$ cat src/rtl/min_degree_elimination_order_top_macros.svh
// assertion macros for the minimum degree ordering block
// expects signals named clock and reset in the including scope
`ifndef MIN_DEGREE_ELIMINATION_ORDER_TOP_MACROS_SVH
`define MIN_DEGREE_ELIMINATION_ORDER_TOP_MACROS_SVH

// same-cycle implication
`define MDEO_ASSERT_IMP(lbl, ante, cons, msg) \
   lbl: assert property (@(posedge clock) disable iff (reset) (ante) |-> (cons)) \
      else $error(msg);

// next-cycle implication
`define MDEO_ASSERT_NXT(lbl, ante, cons, msg) \
   lbl: assert property (@(posedge clock) disable iff (reset) (ante) |=> (cons)) \
      else $error(msg);

`endif

$ cat src/rtl/mdeo_ram.sv
// generic single write port, single read port ram with registered read
// no dependencies
module mdeo_ram #(
   parameter int WIDTH = 64,
   parameter int DEPTH = 64
) (
   input  logic                     clock,
   input  logic                     wr_en,
   input  logic [$clog2(DEPTH)-1:0] wr_addr,
   input  logic [WIDTH-1:0]         wr_data,
   input  logic                     rd_en,
   input  logic [$clog2(DEPTH)-1:0] rd_addr,
   output logic [WIDTH-1:0]         rd_data
);

   logic [WIDTH-1:0] mem_ff [DEPTH];
   logic [WIDTH-1:0] rd_data_ff;

   always_ff @(posedge clock) begin
      if (wr_en) begin
         mem_ff[wr_addr] <= wr_data;
      end
      if (rd_en) begin
         rd_data_ff <= mem_ff[rd_addr];
      end
   end

   assign rd_data = rd_data_ff;

endmodule

$ cat config.mk
export PLATFORM = sky130hd
export DESIGN_NAME = mdeo_ram
export DESIGN_NICKNAME = d
export VERILOG_FILES = /design/src/rtl/min_degree_elimination_order_top_macros.svh /design/src/rtl/mdeo_ram.sv
export SDC_FILE = /design/constraint.sdc
export NUM_CORES = 2
export LEC_CHECK = 0
export ABC_CLOCK_PERIOD_IN_PS = 5800
export BUFFER_PORTS_ARGS = -buffer_cell sky130_fd_sc_hd__buf_2
export CORE_MARGIN = 2
export CORE_UTILIZATION = 53
export DETAILED_ROUTE_END_ITERATION = 10
export PLACE_DENSITY = 0.71
export SLEW_MARGIN = 15
export SYNTH_ARGS = -nofsm -noshare
export SYNTH_HDL_FRONTEND = slang
export SYNTH_SLANG_ARGS = --single-unit
$ cat constraint.sdc
create_clock -name clock -period 5.8 [get_ports clock]
set_input_delay 0.29 -clock clock [delete_from_list [all_inputs] [get_ports clock]]
set_output_delay 0.29 -clock clock [all_outputs]
set_load 0.05 [all_outputs]
==> flow_metrics.tcl <==
set metrics [dict create \
    synth-edff-count 4160 \
    clock.fmax_mhz 328 \
    hold_viol_final 36 \
    grt_setup_unrepaired "no" \
    clk_latency_ns 0.96 \
    cts_buffers 401 \
    grt_pass1_vias 76800 \
    ant_nets 0 \
    comb_power_share_pct 4.8 \
    p_leak_nw 55.2 \
    firstDrtPassIters 5 \
    synth_top_cells_by_area "edfxtp_1 80%, mux4_2 15%, mux2i_1 0.86%" \
    path_clk_slew_ns 0.06 \
    cts_tree "yes" \
    synth_top_cell_by_area "edfxtp_1" \
    maxCapViolations 0 \
    violations "negative hold slack" \
    io_buffer_count 142 \
    gp_congestion 0.816 \
    regToRegStartpoint "mem_ff[63][5]$_DFFE_PP_" \
    setup_tns_ns 0 \
    io_pins 143 \
    path_class "in2reg" \
    vias 77400 \
    drtIter0Drc 11900 \
    area_growth_pct 12.9 \
    root_buffer "clkbuf_16" \
    synth_xor_area_share_pct 0 \
    pwr-share-seq_pct 53.5 \
    worst_pin_slew_ns 1.21 \
    place_inst 10500 \
    synthCells 6598 \
    seq_area_frac_synth_pct 79.6 \
    avgSynthCellArea_um2 23.8 \
    fin_cells 11300 \
    worstPathRequired_ns 6.40 \
    period_share_pct 52.6 \
    hold_path.class "in2reg" \
    cts_buffer_depth 4 \
    nNetsFinal 7117 \
    pwr-share-clk_pct 41.7 \
    status "finished with violations" \
    drive_gt1_share_pct 28.3 \
    grt.overflow.total 0 \
    route.detailed.drc 0 \
    synth_compound_area_share_pct 2.47 \
    setup_viol 0 \
    synthDistinctLibCells 32 \
    cts.repair.resized 0 \
    critPathLaunch "rd_addr[0]" \
    die-area_mm2 0.301 \
    final_common_cell "edfxtp_1" \
    hpwlAfterDp_mm 227 \
    synth_mux_area_share_pct 15.6 \
    synth-simple-area-share_pct 1.23 \
    maxSlewHeadroom_pct 19.2 \
    p_int_mw 49.4 \
    routed_wl_mm 427 \
    critPathMaxFanout 85 \
    synth_top_flop_cell "edfxtp_1" \
    critPathArrivalTime_ns 3.65 \
    p_sw_mw 13.2 \
    antenna_found_initial 35 \
    core_mm2 0.294 \
    pre_cts_ws_ns 1.88 \
    syn_nets 6677 \
    via_per_inst 6.85 \
    async_reset_ff_share_pct 0 \
    yosysWarnings 0 \
    finalWorstSetupSlack_ns 2.75 \
    worst_setup_path_end_kind "register" \
    yosys.area_share.adder_pct 0 \
    cts.sinks 4160 \
    mostFrequentLayoutCells "4,160 x edfxtp_1, 1,024 x mux4_2, 408 x clkbuf_16, 205 x buf_4, 168 x a22oi_1" \
    holdWs_ns -0.0303 \
    htree_levels 5 \
    startpoint_type "input pin" \
    p_per_area_mw_per_mm2 353 \
    synth_top_family_by_area "multiplexers" \
    skew_ns 0.0867 \
    peakVddDrop_mv 0.308 \
    swShare_pct 21.0 \
    netlist_area_mm2 0.157 \
    grt_use_total_pct 28.4 \
    synthDominantCellAreaShare_pct 79.6 \
    worstHoldStart "wr_data[34]" \
    grt_pass1_wl_mm 596 \
    wl_per_cell_um 37.9 \
    ys_ff_latch 4160 \
    start_util_pct 53.3 \
    grt_max_degree 96 \
    finalMaxSlewViolations 0 \
    die_w_um 548 \
    num_rows 199 \
    finalCriticalPeriod_ns 3.05 \
    die_h_um 548 \
]
## critical path: stages
cell	delay, ns
buf_12	0.53
buf_12	0.42
buf_12	0.43
mux4_2	0.58
mux2i_1	0.26
o22ai_1	0.16
a41oi_1	0.57
a211oi_1	0.12
## flip-flops by register name, indices dropped and copies added (netlist names)
signal   count
mem_ff    4096
rd_data     64
## what timing repair did
item | 4_1_cts | 5_1_grt
hold buffers | 2 | 18
hold endpoints to repair | 32 | 680
buffers inserted | 0 | 0
## area by class of cell
cell class	count	area, um2
multi-input cells	2049	30800
well taps	3919	4900
fillers	19700	117000
flip-flops and latches	4160	125000
diodes	19	47.5
clock buffers	484	10500
inverters	19	71.3
repair buffers	407	3560
clock inverters	232	2540
## stage by stage
step	power, mW	hold slack, ns	cell area, um2	utilization [%]
2_1_floorplan	35.8	0.389	157000	-
3_3_place_gp	37.0	0.845	164000	55.7
3_5_place_dp	37.1	0.830	164000	55.7
4_1_cts	62.8	0.0206	177000	60.1
5_1_grt	64.1	0.000354	177000	60.2
6_report	62.6	-0.0303	177000	60.2
## logic make-up after synthesis
group	after synthesis
mux	1159
buf+inv	389
flops	4160
compound gates	504
simple gates	386
## power by group through the flow
stage / logic, mW / registers [mW] / clock network, mW
floorplan: 1.55 / 34.2 / 0
global placement: 2.91 / 34.1 / 0
detailed placement: 2.98 / 34.1 / 0
CTS: 2.99 / 33.5 / 26.3
global route: 3.14 / 33.5 / 27.4
finish: 3.01 / 33.5 / 26.1
## layer usage
| metal | up-vias | global-route usage, % | wire [um] |
|---|---|---|---|
| met2 | 5500 | 45.1 | 205000 |
| met4 | 14 | 11.0 | 18500 |
| li1 | 29400 | - | - |
| met5 | - | 0 | 87 |
| met1 | 41500 | 39.5 | 153000 |
| met3 | 900 | 5.51 | 50300 |
## cell usage after synthesis, types with 11 or more instances
cell and instances:
a211oi_1 63, a22o_1 88, a22oi_1 168, a2bb2oi_1 19, a31oi_1 18, a41oi_1 26
and3_1 64, buf_1 20, buf_2 170, buf_4 34, clkbuf_1 140, edfxtp_1 4160
inv_1 19, mux2i_1 135, mux4_2 1024, nand2_1 58, nand2b_1 11, nand3_1 45
nor2_1 112, nor2b_1 28, o221ai_1 38, o22ai_1 83, or2_2 28, or3_1 29
## worst paths after layout
| check | endpoint | slack [ns] | depth (start not counted) |
|---|---|---|---|
| worst max-delay path | rd_data[29]$_DFFE_PP_ | 2.75 | 8 |
| worst min-delay path | mem_ff[2][34]$_DFFE_PP_ | -0.03 | 1 |
| worst max register to register | rd_data[5]$_DFFE_PP_ | 3.47 | 6 |
| worst min register to register | rd_data[44]$_DFFE_PP_ | 0.92 | 4 |
No activity file was read; power rests on OpenSTA's default activity.
